File: src/rtl/abs_pkg.sv
// Shared types and constants for the allocation bitmap search block.
// Used by every module under rtl/; depends on nothing else.
package abs_pkg;

  localparam int unsigned DEF_MAP_SLOTS = 1024;
  localparam int unsigned MODE_W        = 3;
  localparam int unsigned POS_W         = 10;
  localparam int unsigned CFG_W         = 8;
  localparam int unsigned APB_AW        = 3;
  localparam int unsigned APB_DW        = 32;
  localparam int unsigned MAX_WORD_W    = 64;
  localparam int unsigned SLOT_SHIFT    = 3;    // eight slots per map byte
  localparam int unsigned BYTES_RESET   = 128;

  // register index as seen in paddr[APB_AW-1:2]
  localparam logic [APB_AW-3:0] REG_BYTES_IN_USE = '0;

  typedef enum logic [MODE_W-1:0] {
    MODE_SET_FREE  = 3'd0,
    MODE_SET_USED  = 3'd1,
    MODE_TEST_FREE = 3'd2,
    MODE_NEXT_FREE = 3'd3,
    MODE_PREV_FREE = 3'd4
  } mode_e;

  typedef struct packed {
    logic start;     // latch request, read first word
    logic step;      // read next word of a scan
    logic load_res;  // capture result
    logic wr_back;   // write modified word
    logic clr_wr;    // clearing sweep write
  } cmd_t;

  typedef struct packed {
    logic finish;
    logic wr_req;
    logic clr_last;
  } status_t;

  // width that holds the slot limit, an index plus one, and the slot count
  function automatic int unsigned ext_width(input int unsigned slots);
    int unsigned w;
    w = $clog2(slots + 1);
    return (w > POS_W + 1) ? w : POS_W + 1;
  endfunction

endpackage

File: src/rtl/allocation_bitmap_search.sv
// Allocation bitmap: set/test/next-free/previous-free over a one-bit-per-slot map.
// A set, test or unused-mode request reads one map word; a search reads the map words it
// touches one after another (at most MAP_SLOTS/64 words, 16 at 1024 slots).
// One request in flight; next is taken the cycle after the result beat leaves.
// Rate is set by the single read port of the map memory, one 64-bit word per cycle.
// After reset a clearing pass writes every map word with in_ready low.
module allocation_bitmap_search #(
  parameter int unsigned MAP_SLOTS = abs_pkg::DEF_MAP_SLOTS
) (
  input  logic                        clk_i,
  input  logic                        rst_ni,
  input  logic                        psel,
  input  logic                        penable,
  input  logic                        pwrite,
  input  logic [abs_pkg::APB_AW-1:0]  paddr,
  input  logic [abs_pkg::APB_DW-1:0]  pwdata,
  output logic [abs_pkg::APB_DW-1:0]  prdata,
  output logic                        pready,
  input  logic                        in_valid_i,
  output logic                        in_ready_o,
  input  logic [abs_pkg::MODE_W-1:0]  mode_i,
  input  logic [abs_pkg::POS_W-1:0]   index_i,
  output logic                        out_valid_o,
  input  logic                        out_ready_i,
  output logic                        found_o,
  output logic [abs_pkg::POS_W-1:0]   position_o
);
  import abs_pkg::*;

  localparam int unsigned EXT_W = ext_width(MAP_SLOTS);

  cmd_t             cmd;
  status_t          status;
  logic [EXT_W-1:0] limit, last;

  abs_regs #(
    .MAP_SLOTS (MAP_SLOTS)
  ) u_regs (
    .clk_i   (clk_i),
    .rst_ni  (rst_ni),
    .psel    (psel),
    .penable (penable),
    .pwrite  (pwrite),
    .paddr   (paddr),
    .pwdata  (pwdata),
    .prdata  (prdata),
    .pready  (pready),
    .limit_o (limit),
    .last_o  (last)
  );

  abs_ctrl u_ctrl (
    .clk_i       (clk_i),
    .rst_ni      (rst_ni),
    .in_valid_i  (in_valid_i),
    .in_ready_o  (in_ready_o),
    .out_valid_o (out_valid_o),
    .out_ready_i (out_ready_i),
    .status_i    (status),
    .cmd_o       (cmd)
  );

  abs_dpath #(
    .MAP_SLOTS (MAP_SLOTS)
  ) u_dpath (
    .clk_i      (clk_i),
    .rst_ni     (rst_ni),
    .cmd_i      (cmd),
    .status_o   (status),
    .mode_i     (mode_i),
    .index_i    (index_i),
    .limit_i    (limit),
    .last_i     (last),
    .found_o    (found_o),
    .position_o (position_o)
  );

endmodule

File: src/rtl/abs_regs.sv
// APB-style configuration register: bytes_in_use and the derived slot limit.
// Depends on abs_pkg.
module abs_regs #(
  parameter int unsigned MAP_SLOTS = abs_pkg::DEF_MAP_SLOTS,
  localparam int unsigned EXT_W    = abs_pkg::ext_width(MAP_SLOTS)
) (
  input  logic                        clk_i,
  input  logic                        rst_ni,
  input  logic                        psel,
  input  logic                        penable,
  input  logic                        pwrite,
  input  logic [abs_pkg::APB_AW-1:0]  paddr,
  input  logic [abs_pkg::APB_DW-1:0]  pwdata,
  output logic [abs_pkg::APB_DW-1:0]  prdata,
  output logic                        pready,
  output logic [EXT_W-1:0]            limit_o,
  output logic [EXT_W-1:0]            last_o
);
  import abs_pkg::*;

  localparam int unsigned RST_SLOTS = BYTES_RESET << SLOT_SHIFT;
  localparam int unsigned RST_LIM   = (RST_SLOTS > MAP_SLOTS) ? MAP_SLOTS : RST_SLOTS;

  logic [CFG_W-1:0] bytes_q;
  logic [EXT_W-1:0] limit_q, last_q;
  logic [EXT_W-1:0] slots, limit_d;
  logic             hit_reg, wr_en;

  assign hit_reg = (paddr[APB_AW-1:2] == REG_BYTES_IN_USE);
  assign wr_en   = psel & penable & pwrite & hit_reg;

  // slot count saturates at the map size
  always_comb begin
    slots = '0;
    slots[CFG_W+SLOT_SHIFT-1:0] = {pwdata[CFG_W-1:0], {SLOT_SHIFT{1'b0}}};
    limit_d = (slots > EXT_W'(MAP_SLOTS)) ? EXT_W'(MAP_SLOTS) : slots;
  end

  always_ff @(posedge clk_i or negedge rst_ni) begin
    if (!rst_ni) begin
      bytes_q <= CFG_W'(BYTES_RESET);
      limit_q <= EXT_W'(RST_LIM);
      last_q  <= EXT_W'(RST_LIM - 1);
    end else if (wr_en) begin
      bytes_q <= pwdata[CFG_W-1:0];
      limit_q <= limit_d;
      last_q  <= limit_d - EXT_W'(1);
    end
  end

  assign prdata  = hit_reg ? {{(APB_DW-CFG_W){1'b0}}, bytes_q} : '0;
  assign pready  = 1'b1;
  assign limit_o = limit_q;
  assign last_o  = last_q;

endmodule

File: src/rtl/abs_dpath.sv
// Datapath: map memory (one word per cycle), scan pointer, masked priority
// encoders and result register. Depends on abs_pkg.
module abs_dpath #(
  parameter int unsigned MAP_SLOTS = abs_pkg::DEF_MAP_SLOTS,
  localparam int unsigned EXT_W    = abs_pkg::ext_width(MAP_SLOTS)
) (
  input  logic                        clk_i,
  input  logic                        rst_ni,
  input  abs_pkg::cmd_t               cmd_i,
  output abs_pkg::status_t            status_o,
  input  logic [abs_pkg::MODE_W-1:0]  mode_i,
  input  logic [abs_pkg::POS_W-1:0]   index_i,
  input  logic [EXT_W-1:0]            limit_i,
  input  logic [EXT_W-1:0]            last_i,
  output logic                        found_o,
  output logic [abs_pkg::POS_W-1:0]   position_o
);
  import abs_pkg::*;

  localparam int unsigned WORD_W    = (MAP_SLOTS < MAX_WORD_W) ?
                                      (1 << $clog2(MAP_SLOTS)) : MAX_WORD_W;
  localparam int unsigned WB        = $clog2(WORD_W);
  localparam int unsigned NUM_WORDS = (MAP_SLOTS + WORD_W - 1) / WORD_W;
  localparam int unsigned ADDR_W    = (NUM_WORDS > 1) ? $clog2(NUM_WORDS) : 1;

  logic [WORD_W-1:0] mem_q [NUM_WORDS];
  logic [WORD_W-1:0] rd_data_q;

  logic [MODE_W-1:0] mode_q;
  logic [POS_W-1:0]  idx_q;
  logic [EXT_W-1:0]  lo_q;
  logic              empty_q;
  logic [ADDR_W-1:0] cur_q, ptr_q;
  logic              found_q;
  logic [POS_W-1:0]  pos_q;

  logic [EXT_W-1:0]  idx_ext, lo_d, slot_ext;
  logic              prev_in, empty_d;
  logic [ADDR_W-1:0] first_addr, rd_addr, wr_addr;
  logic              rd_en, wr_en;
  logic [WORD_W-1:0] wr_data, mod_word, cand;
  logic [WB-1:0]     lo_enc, hi_enc, enc;
  logic              is_set, is_prev, is_search, at_lo, at_hi, at_end, hit;
  logic              found_d;
  logic [POS_W-1:0]  pos_d;

  // request decode at the accepting edge
  assign idx_ext    = {{(EXT_W-POS_W){1'b0}}, index_i};
  assign prev_in    = (mode_i == MODE_PREV_FREE);
  assign lo_d       = idx_ext + EXT_W'(prev_in);
  assign empty_d    = !(lo_d < limit_i);
  assign first_addr = prev_in ? last_i[WB +: ADDR_W] : idx_ext[WB +: ADDR_W];

  always_ff @(posedge clk_i) begin
    if (cmd_i.start) begin
      mode_q  <= mode_i;
      idx_q   <= index_i;
      lo_q    <= lo_d;
      empty_q <= empty_d;
    end
  end

  // ptr_q doubles as the clearing sweep counter after reset
  always_ff @(posedge clk_i or negedge rst_ni) begin
    if (!rst_ni) begin
      ptr_q <= '0;
    end else if (cmd_i.clr_wr) begin
      ptr_q <= ptr_q + ADDR_W'(1);
    end else if (cmd_i.start) begin
      ptr_q <= prev_in ? first_addr - ADDR_W'(1) : first_addr + ADDR_W'(1);
    end else if (cmd_i.step) begin
      ptr_q <= is_prev ? ptr_q - ADDR_W'(1) : ptr_q + ADDR_W'(1);
    end
  end

  always_ff @(posedge clk_i) begin
    if (cmd_i.start) begin
      cur_q <= first_addr;
    end else if (cmd_i.step) begin
      cur_q <= ptr_q;
    end
  end

  // map memory: one write port, one registered read port
  assign rd_en   = cmd_i.start | cmd_i.step;
  assign rd_addr = cmd_i.start ? first_addr : ptr_q;
  assign wr_en   = cmd_i.clr_wr | cmd_i.wr_back;
  assign wr_addr = cmd_i.clr_wr ? ptr_q : cur_q;

  always_comb begin
    mod_word = rd_data_q;
    mod_word[idx_q[WB-1:0]] = (mode_q == MODE_SET_USED);
  end

  assign wr_data = cmd_i.clr_wr ? '0 : mod_word;

  always_ff @(posedge clk_i) begin
    if (wr_en) begin
      mem_q[wr_addr] <= wr_data;
    end
  end

  always_ff @(posedge clk_i) begin
    if (rd_en) begin
      rd_data_q <= mem_q[rd_addr];
    end
  end

  // word evaluation: free bits inside [lo, last], lowest or highest wins
  assign is_set    = (mode_q == MODE_SET_FREE) || (mode_q == MODE_SET_USED);
  assign is_prev   = (mode_q == MODE_PREV_FREE);
  assign is_search = (mode_q == MODE_NEXT_FREE) || is_prev;
  assign at_lo     = (cur_q == lo_q[WB +: ADDR_W]);
  assign at_hi     = (cur_q == last_i[WB +: ADDR_W]);
  assign at_end    = is_prev ? at_lo : at_hi;

  always_comb begin
    cand   = '0;
    lo_enc = '0;
    hi_enc = '0;
    for (int j = 0; j < WORD_W; j++) begin
      if (!rd_data_q[j] && (!at_lo || WB'(j) >= lo_q[WB-1:0]) &&
          (!at_hi || WB'(j) <= last_i[WB-1:0])) begin
        cand[j] = 1'b1;
      end
    end
    for (int j = WORD_W - 1; j >= 0; j--) begin
      if (cand[j]) begin
        lo_enc = WB'(j);
      end
    end
    for (int j = 0; j < WORD_W; j++) begin
      if (cand[j]) begin
        hi_enc = WB'(j);
      end
    end
  end

  assign hit = |cand;
  assign enc = is_prev ? hi_enc : lo_enc;

  always_comb begin
    slot_ext = '0;
    slot_ext[ADDR_W+WB-1:0] = {cur_q, enc};
  end

  always_comb begin
    found_d = 1'b0;
    pos_d   = '0;
    case (mode_q)
      MODE_SET_FREE, MODE_SET_USED: begin
        found_d = !empty_q;
        pos_d   = idx_q;
      end
      MODE_TEST_FREE: begin
        found_d = !empty_q && !rd_data_q[idx_q[WB-1:0]];
        pos_d   = idx_q;
      end
      MODE_NEXT_FREE, MODE_PREV_FREE: begin
        found_d = !empty_q && hit;
        pos_d   = found_d ? slot_ext[POS_W-1:0] : '0;
      end
      default: begin
        found_d = 1'b0;
        pos_d   = '0;
      end
    endcase
  end

  always_ff @(posedge clk_i) begin
    if (cmd_i.load_res) begin
      found_q <= found_d;
      pos_q   <= pos_d;
    end
  end

  assign status_o.finish   = !is_search || empty_q || hit || at_end;
  assign status_o.wr_req   = is_set && !empty_q;
  assign status_o.clr_last = (ptr_q == ADDR_W'(NUM_WORDS - 1));

  assign found_o    = found_q;
  assign position_o = pos_q;

endmodule

File: src/rtl/abs_ctrl.sv
// Controller FSM: clearing sweep, request accept, word scan, result beat.
// Depends on abs_pkg.
module abs_ctrl (
  input  logic              clk_i,
  input  logic              rst_ni,
  input  logic              in_valid_i,
  output logic              in_ready_o,
  output logic              out_valid_o,
  input  logic              out_ready_i,
  input  abs_pkg::status_t  status_i,
  output abs_pkg::cmd_t     cmd_o
);
  import abs_pkg::*;

  typedef enum logic [1:0] {
    ST_CLEAR,
    ST_IDLE,
    ST_WORK,
    ST_RESP
  } state_e;

  state_e state_q, state_d;
  logic   in_ready_q, out_valid_q;

  always_comb begin
    state_d = state_q;
    cmd_o   = '0;
    case (state_q)
      ST_CLEAR: begin
        cmd_o.clr_wr = 1'b1;
        if (status_i.clr_last) begin
          state_d = ST_IDLE;
        end
      end
      ST_IDLE: begin
        if (in_valid_i && in_ready_q) begin
          cmd_o.start = 1'b1;
          state_d     = ST_WORK;
        end
      end
      ST_WORK: begin
        if (status_i.finish) begin
          cmd_o.load_res = 1'b1;
          cmd_o.wr_back  = status_i.wr_req;
          state_d        = ST_RESP;
        end else begin
          cmd_o.step = 1'b1;
        end
      end
      ST_RESP: begin
        if (out_ready_i) begin
          state_d = ST_IDLE;
        end
      end
      default: begin
        state_d = ST_IDLE;
      end
    endcase
  end

  always_ff @(posedge clk_i or negedge rst_ni) begin
    if (!rst_ni) begin
      state_q     <= ST_CLEAR;
      in_ready_q  <= 1'b0;
      out_valid_q <= 1'b0;
    end else begin
      state_q     <= state_d;
      in_ready_q  <= (state_d == ST_IDLE);
      out_valid_q <= (state_d == ST_RESP);
    end
  end

  assign in_ready_o  = in_ready_q;
  assign out_valid_o = out_valid_q;

endmodule

File: config.mk
export PLATFORM = sky130hd
export DESIGN_NAME = allocation_bitmap_search
export DESIGN_NICKNAME = d
export VERILOG_FILES = /design/src/rtl/abs_pkg.sv /design/src/rtl/allocation_bitmap_search.sv /design/src/rtl/abs_regs.sv /design/src/rtl/abs_dpath.sv /design/src/rtl/abs_ctrl.sv
export SDC_FILE = /design/constraint.sdc
export NUM_CORES = 2
export LEC_CHECK = 0
export ABC_CLOCK_PERIOD_IN_PS = 9350
export BUFFER_PORTS_ARGS = -buffer_cell sky130_fd_sc_hd__buf_4
export CORE_AREA = 4 4 437 266
export CTS_BUF_LIST = sky130_fd_sc_hd__clkbuf_2
export CTS_CLUSTER_SIZE = 30
export DETAILED_ROUTE_END_ITERATION = 7
export DIE_AREA = 0 0 441 270
export HOLD_SLACK_MARGIN = 0.08
export SKIP_CTS_REPAIR_TIMING = 1
export SLEW_MARGIN = 20
export SYNTH_ARGS = -nofsm -noshare
export SYNTH_HDL_FRONTEND = slang
export SYNTH_HIERARCHICAL = 1
export SYNTH_SLANG_ARGS = --single-unit
File: constraint.sdc
create_clock -name clk_i -period 9.35 [get_ports clk_i]
set_input_delay 1.87 -clock clk_i [delete_from_list [all_inputs] [get_ports clk_i]]
set_output_delay 1.87 -clock clk_i [all_outputs]
set_load 0.01 [all_outputs]
; ---- Yosys cells after proc, flatten, opt, wreduce, memory -nomap -nowiden
; Memories as Yosys holds them, arrays and structs flattened. A register that Yosys moved wholly into a read port is not among the register bits.
; Index checks and enable logic that the tools add are counted.
[classes]
addsub = 6
mul = 0
div = 0
n_lt_le_gt_ge = 132
eq_ne = 13
shifts = 0
muxes = 227
bitwise = 6
n_reduce_logical = 344
[ops]
columns = operator, count
row1 = 6-bit 2-to-1 mux, 97
row2 = "6-bit greater-or-equal comparator, first input constant", 32
row3 = "6-bit <= comparator, first input constant", 32
row4 = 1-bit logical AND, 133
row5 = 1-bit logical OR, 133
row6 = "5-bit by 6-bit greater-or-equal comparator with 1-bit output, first input constant", 16
row7 = "5-bit by 6-bit <= comparator with 1-bit output, first input constant", 16
row8 = 5-bit 2-to-1 mux, 16
row9 = 1-bit 2-to-1 mux, 74
row10 = 4-bit 2-to-1 mux, 18
row11 = 1-bit zero test, 70
row12 = 64-bit bitwise mux, 1
row13 = 64-bit 2-to-1 mux, 1
row14 = 64-bit OR reduction, 1
row15 = "4-bit by 6-bit greater-or-equal comparator with 1-bit output, first input constant", 8
row16 = "4-bit by 6-bit <= comparator with 1-bit output, first input constant", 8
row17 = "3-bit by 6-bit greater-or-equal comparator with 1-bit output, first input constant", 4
row18 = "3-bit by 6-bit <= comparator with 1-bit output, first input constant", 4
row19 = 10-bit case mux with 2 select lines, 1
row20 = 3-bit 2-to-1 mux, 5
row21 = 2-bit 2-to-1 mux, 7
row22 = "1-bit by 6-bit greater-or-equal comparator with 1-bit output, first input constant", 2
row23 = "2-bit by 6-bit greater-or-equal comparator with 1-bit output, first input constant", 2
row24 = "1-bit by 6-bit <= comparator with 1-bit output, first input constant", 2
row25 = 32 further kinds, 45
[totals]
reg_bits = 76
latchBits = 0
mem_bits_rw = 1024
rom_bits = 0
input_bits = 55
output_inout_bits = 46
word_cells = 743
n_memories = 1
[mem_list]
columns = name, words, width, rd, rd_clocked_by_memory_dff, write_ports, line_no
row1 = u_dpath.mem_q, 16, 64, 1, 1, 1, abs_dpath.sv:26  ; logic [WORD_W-1:0] mem_q [NUM_WORDS];

; ---- Logic depth before layout (Yosys ltp)
[depth]
ltp_word = 73
depth_mapped = 18
ltp_nobuf = 13

; ---- Modules after synthesis
; Netlist, hierarchy kept.
[by_module_without_submodules]
columns = mod, instances, cells_per_inst, area_each_um2, seq_area_each_um2
row1 = abs_dpath, 1, 3001, 48577.8, 33942.6
row2 = abs_regs, 1, 154, 1365.1, 611.8
row3 = abs_ctrl, 1, 22, 221.5, 100.1

; ---- Least setup slack after synthesis
; Ideal clock, no wire load.
[synth_path]
kind = register -> register
start = reg u_regs.last_q[4], in the netlist u_regs/last_o[4]
end = mem u_dpath/mem_q[2][0] (netlist bit), enable pin
setup_time_ps = 487
t_arrival_ps = 5937
t_required_ps = 8863
slack_ps = 2926
stages_incl_launch_ff = 16
n_path_buf = 2
synth_period_minus_slack_ps = 6424
cell_sequence = dfstp_2 clkbuf_1 and2_1 clkbuf_1 nand2_1 a221o_1 a21boi_1 nand3_1 nor4_4 and4bb_4 o2111ai_1 and3b_1 and2_1 nor2b_1 a31oi_1 nor2_1
[synth_lines]
columns = item, line_no
row1 = start: declaration, abs_regs.sv:25  ; logic [EXT_W-1:0] limit_q, last_q;
row2 = start signal: assignment, abs_regs.sv:43  ; last_q <= EXT_W'(RST_LIM - 1);
row3 = start signal: assignment, abs_regs.sv:47  ; last_q <= limit_d - EXT_W'(1);
row4 = end: declaration, abs_dpath.sv:26

==> implementation parameters <==
Parameter                              Value

Worst setup path
  Critical path, cell by cell    xnor2_1, and4_2, buf_4, buf_4, a221o_1, a21boi_1, nand3_1, nor4_4, and4bb_4, o2111ai_1, and3b_1, and2_1, nor2b_1, a31oi_1, nor2_4, buf_4, buf_4
  CP delay by family, top    simple AND/OR/NAND/NOR gates
  Critical Path Sink Type    register
  Worst setup path class    reg -> reg
  Worst Path Max Fanout    40
  Maximum cell stage delay along the critical path    830 ps
  Slowest CP cell    a31oi_1
  Arrival time worst endpoint    8490 ps
  Number of buffer and inverter instances along the worst setup path    4
  Startpoint Class    register
  Required time of the critical path    10,530 ps
  Dominant cell type by count on the critical path    buf_4

Timing
  Clock Skews    187 ps
  Max Clock Freq    0.137 GHz
  Worst slew pin tran    1160 ps
  Count of final hold-check violations    0
  Count of pins over their slew limit    0
  Setup Viol. Count Final    0
  RSZ-0062 raised after global routing    false
  Smallest setup slack after layout    2050 ps
  Period utilisation layout    0.781
  Worst slew slack as a fraction of its limit    0.229
  Time the final worst path needs with I/O delays and setup    7300 ps
  Final sum of negative setup slack    0 ps

Floorplanning
  Core region area    112,000 sq um
  Initial core utilization    0.448
  Row count    95
  Die extent in y    270 um
  Width of the die    441 um
  Number of top-level pins    101
  Die Outline Area    119,000 sq um

Layout
  Synthesis-to-finish area growth    9.06%
  Nets@finish    3,465
  Cell area after layout    54,700 sq um
  Fraction of layout instances using a drive strength above 1    0.264
  Fill cell instance count of the final layout    9,611
  Final std cells w/o fill    5,070

Routing
  Mean routed wirelength per cell    30.6 um
  Via total after detailed routing    31,344
  DR vias/cell    6.18
  DRC Markers    0
  Number of nets with antenna violations after detailed routing    0
  Iteration-0 DRC count of the detailed router    3,746
  Total Routed Length    155,000 um
  Pre-Repair DR Iteration Count    8

Clock tree
  Number of sinks handled by clock tree synthesis    1,158
  H-tree levels    5
  Clock latency on the worst-skew pair    1690 ps
  CTS Buf Count    283
  Clock slew at reported path FFs    110 ps
  TritonCTS clock tree    yes
  Clock buffer depth    4
  Root Driver    clkbuf_2

Flow run
  Maximum capacitance violations    0

Power and ir drop
  Proportion of total power due to net switching    0.378
  Maximum vdd ir drop    0.273 mV
  Post-layout total power    16.6 mW
  Switching power    6.26 mW
  Sequential power share    0.438
  Combinational group share of total power    0.376
  Fraction of power consumed by the clock network    0.186
  P_leak    18.2 nW
  Total power density per cell area    303 nW/um^2
  Internal power consumption    10.3 mW

Placement
  Final RePlAce weighted congestion    1.01
  Port Buf Inserts    49
  Area after detailed placement    52,300 sq um
  Placement Setup Slack    2140 ps
  Placed instance count    4,609
  Total half-perimeter wirelength after legalization and detailed placement    91,800 um

Synthesis
  Post-synthesis average cell area    15.8 sq um
  Post-Syn Instances    3,173
  Post-synthesis instance area    50,100 sq um
  Number of warnings reported in the yosys synthesis log    6

Global route
  Vias in the first global route    30,767
  GR Overflow Total    0
  Global Route Usage Sum    0.260
  Largest net degree at the start of global routing    125
  Wire length of the first global-routing pass    221,000 um
  Antenna violations before repair    8

Outcome
  Status    finished, final reports clean

Min path
  Worst min path class    reg -> reg
==> final cells by class <==
type / count / area (sq um) / share of cell area
Clock buffer: 405 / 2030 / 0.0371
Multi-Input combinational cell: 1771 / 14600 / 0.268
Inverter: 37 / 141 / 0.00259
Sequential cell: 1158 / 34600 / 0.634
Timing Repair Buffer: 143 / 1150 / 0.0211
Tap cell: 1503 / 1880 / 0.0344
Antenna cell: 10 / 25.0 / 0.000458
Clock inverter: 43 / 169 / 0.00309
==> final timing paths <==
check | startpoint | end | slack (ps) | cells after the start
setup reg to reg | u_dpath/cur_q[0] | u_dpath/mem_q[2][49] | 2050 | 17
setup / recovery | u_dpath/cur_q[0] | u_dpath/mem_q[2][49] | 2050 | 17
min in group asynchronous | rst_ni | u_dpath/ptr_q[1] | 750 | 2
hold / removal | u_regs/limit_o[10] | u_regs/limit_o[10] | 470 | 2
max in group asynchronous | rst_ni | u_regs/bytes_q[7] | 8210 | 2
hold reg to reg | u_regs/limit_o[10] | u_regs/limit_o[10] | 470 | 2
==> sequential cells by signal, summed over array words and instances (netlist names) <==
| name | flops |
|---|---|
| u_ctrl/in_ready_o | 1 |
| u_ctrl/out_valid_o | 1 |
| u_ctrl/state_q | 2 |
| u_dpath/cur_q | 4 |
| u_dpath/empty_q | 1 |
| u_dpath/found_o | 1 |
| u_dpath/idx_q | 10 |
| u_dpath/lo_q | 10 |
| u_dpath/mem_q | 1024 |
| u_dpath/mode_q | 3 |
| u_dpath/position_o | 10 |
| u_dpath/ptr_q | 4 |
| u_dpath/rd_data_q | 64 |
| u_regs/bytes_q | 8 |
| u_regs/last_o | 7 |
| u_regs/limit_o | 8 |
==> worst min-delay path, stage by stage, from the launching register on <==
cell and delay (ps):
dfstp_2 390, nand2_1 50, nand2_1 50
==> stage by stage <==
| step | util | hold WS (ps) |
|---|---|---|
| 3_3_place_gp | 0.467 | 459 |
| 4_1_cts | 0.487 | -37.7 |
| 6_report | 0.489 | 471 |
| 2_1_floorplan | - | 436 |
| 5_1_grt | 0.489 | 253 |
| 3_5_place_dp | 0.467 | 452 |
==> cell usage in the layout, fill, tap and decap left out, types with 10 or more instances in the layout <==
master / n
o211ai_1: 18
a22oi_1: 25
a31oi_1: 82
nor2b_1: 18
a21oi_2: 45
and3_1: 81
clkbuf_2: 405
inv_1: 34
nand2b_1: 16
clkinv_1: 31
a211o_1: 12
ha_1: 16
diode_2: 10
nor2_4: 18
nor2_1: 81
edfxtp_1: 1127
and2_1: 26
nand3_1: 101
o31ai_1: 10
conb_1: 31
or3_1: 11
a21o_1: 23
dfrtp_1: 22
buf_4: 134
a22o_1: 14
xnor2_1: 18
nand2_1: 379
o21ai_0: 144
mux4_2: 256
a211oi_1: 18
a221oi_1: 17
nor3_1: 25
a21oi_1: 106
==> power by group through the flow <==
stage	clock, mW	combinational (mW)	sequential, mW
6_report	3.08	6.23	7.27
5_1_grt	3.49	6.71	7.30
4_1_cts	3.20	6.17	7.26
3_5_place_dp	0	6.14	7.38
3_3_place_gp	0	6.05	7.35
2_1_floorplan	0	4.20	7.16
==> per-layer routing <==
| metal | wire [um] | part of all wire | GRT usage |
|---|---|---|---|
| met1 | 70000 | 0.45 | 0.406 |
| met2 | 64300 | 0.41 | 0.347 |
| met3 | 16900 | 0.11 | 0.0822 |
| met4 | 3610 | 0.023 | 0.0707 |
| met5 | 213 | 0.0014 | 0 |
Note: power is estimated with default switching activity, not from simulation.
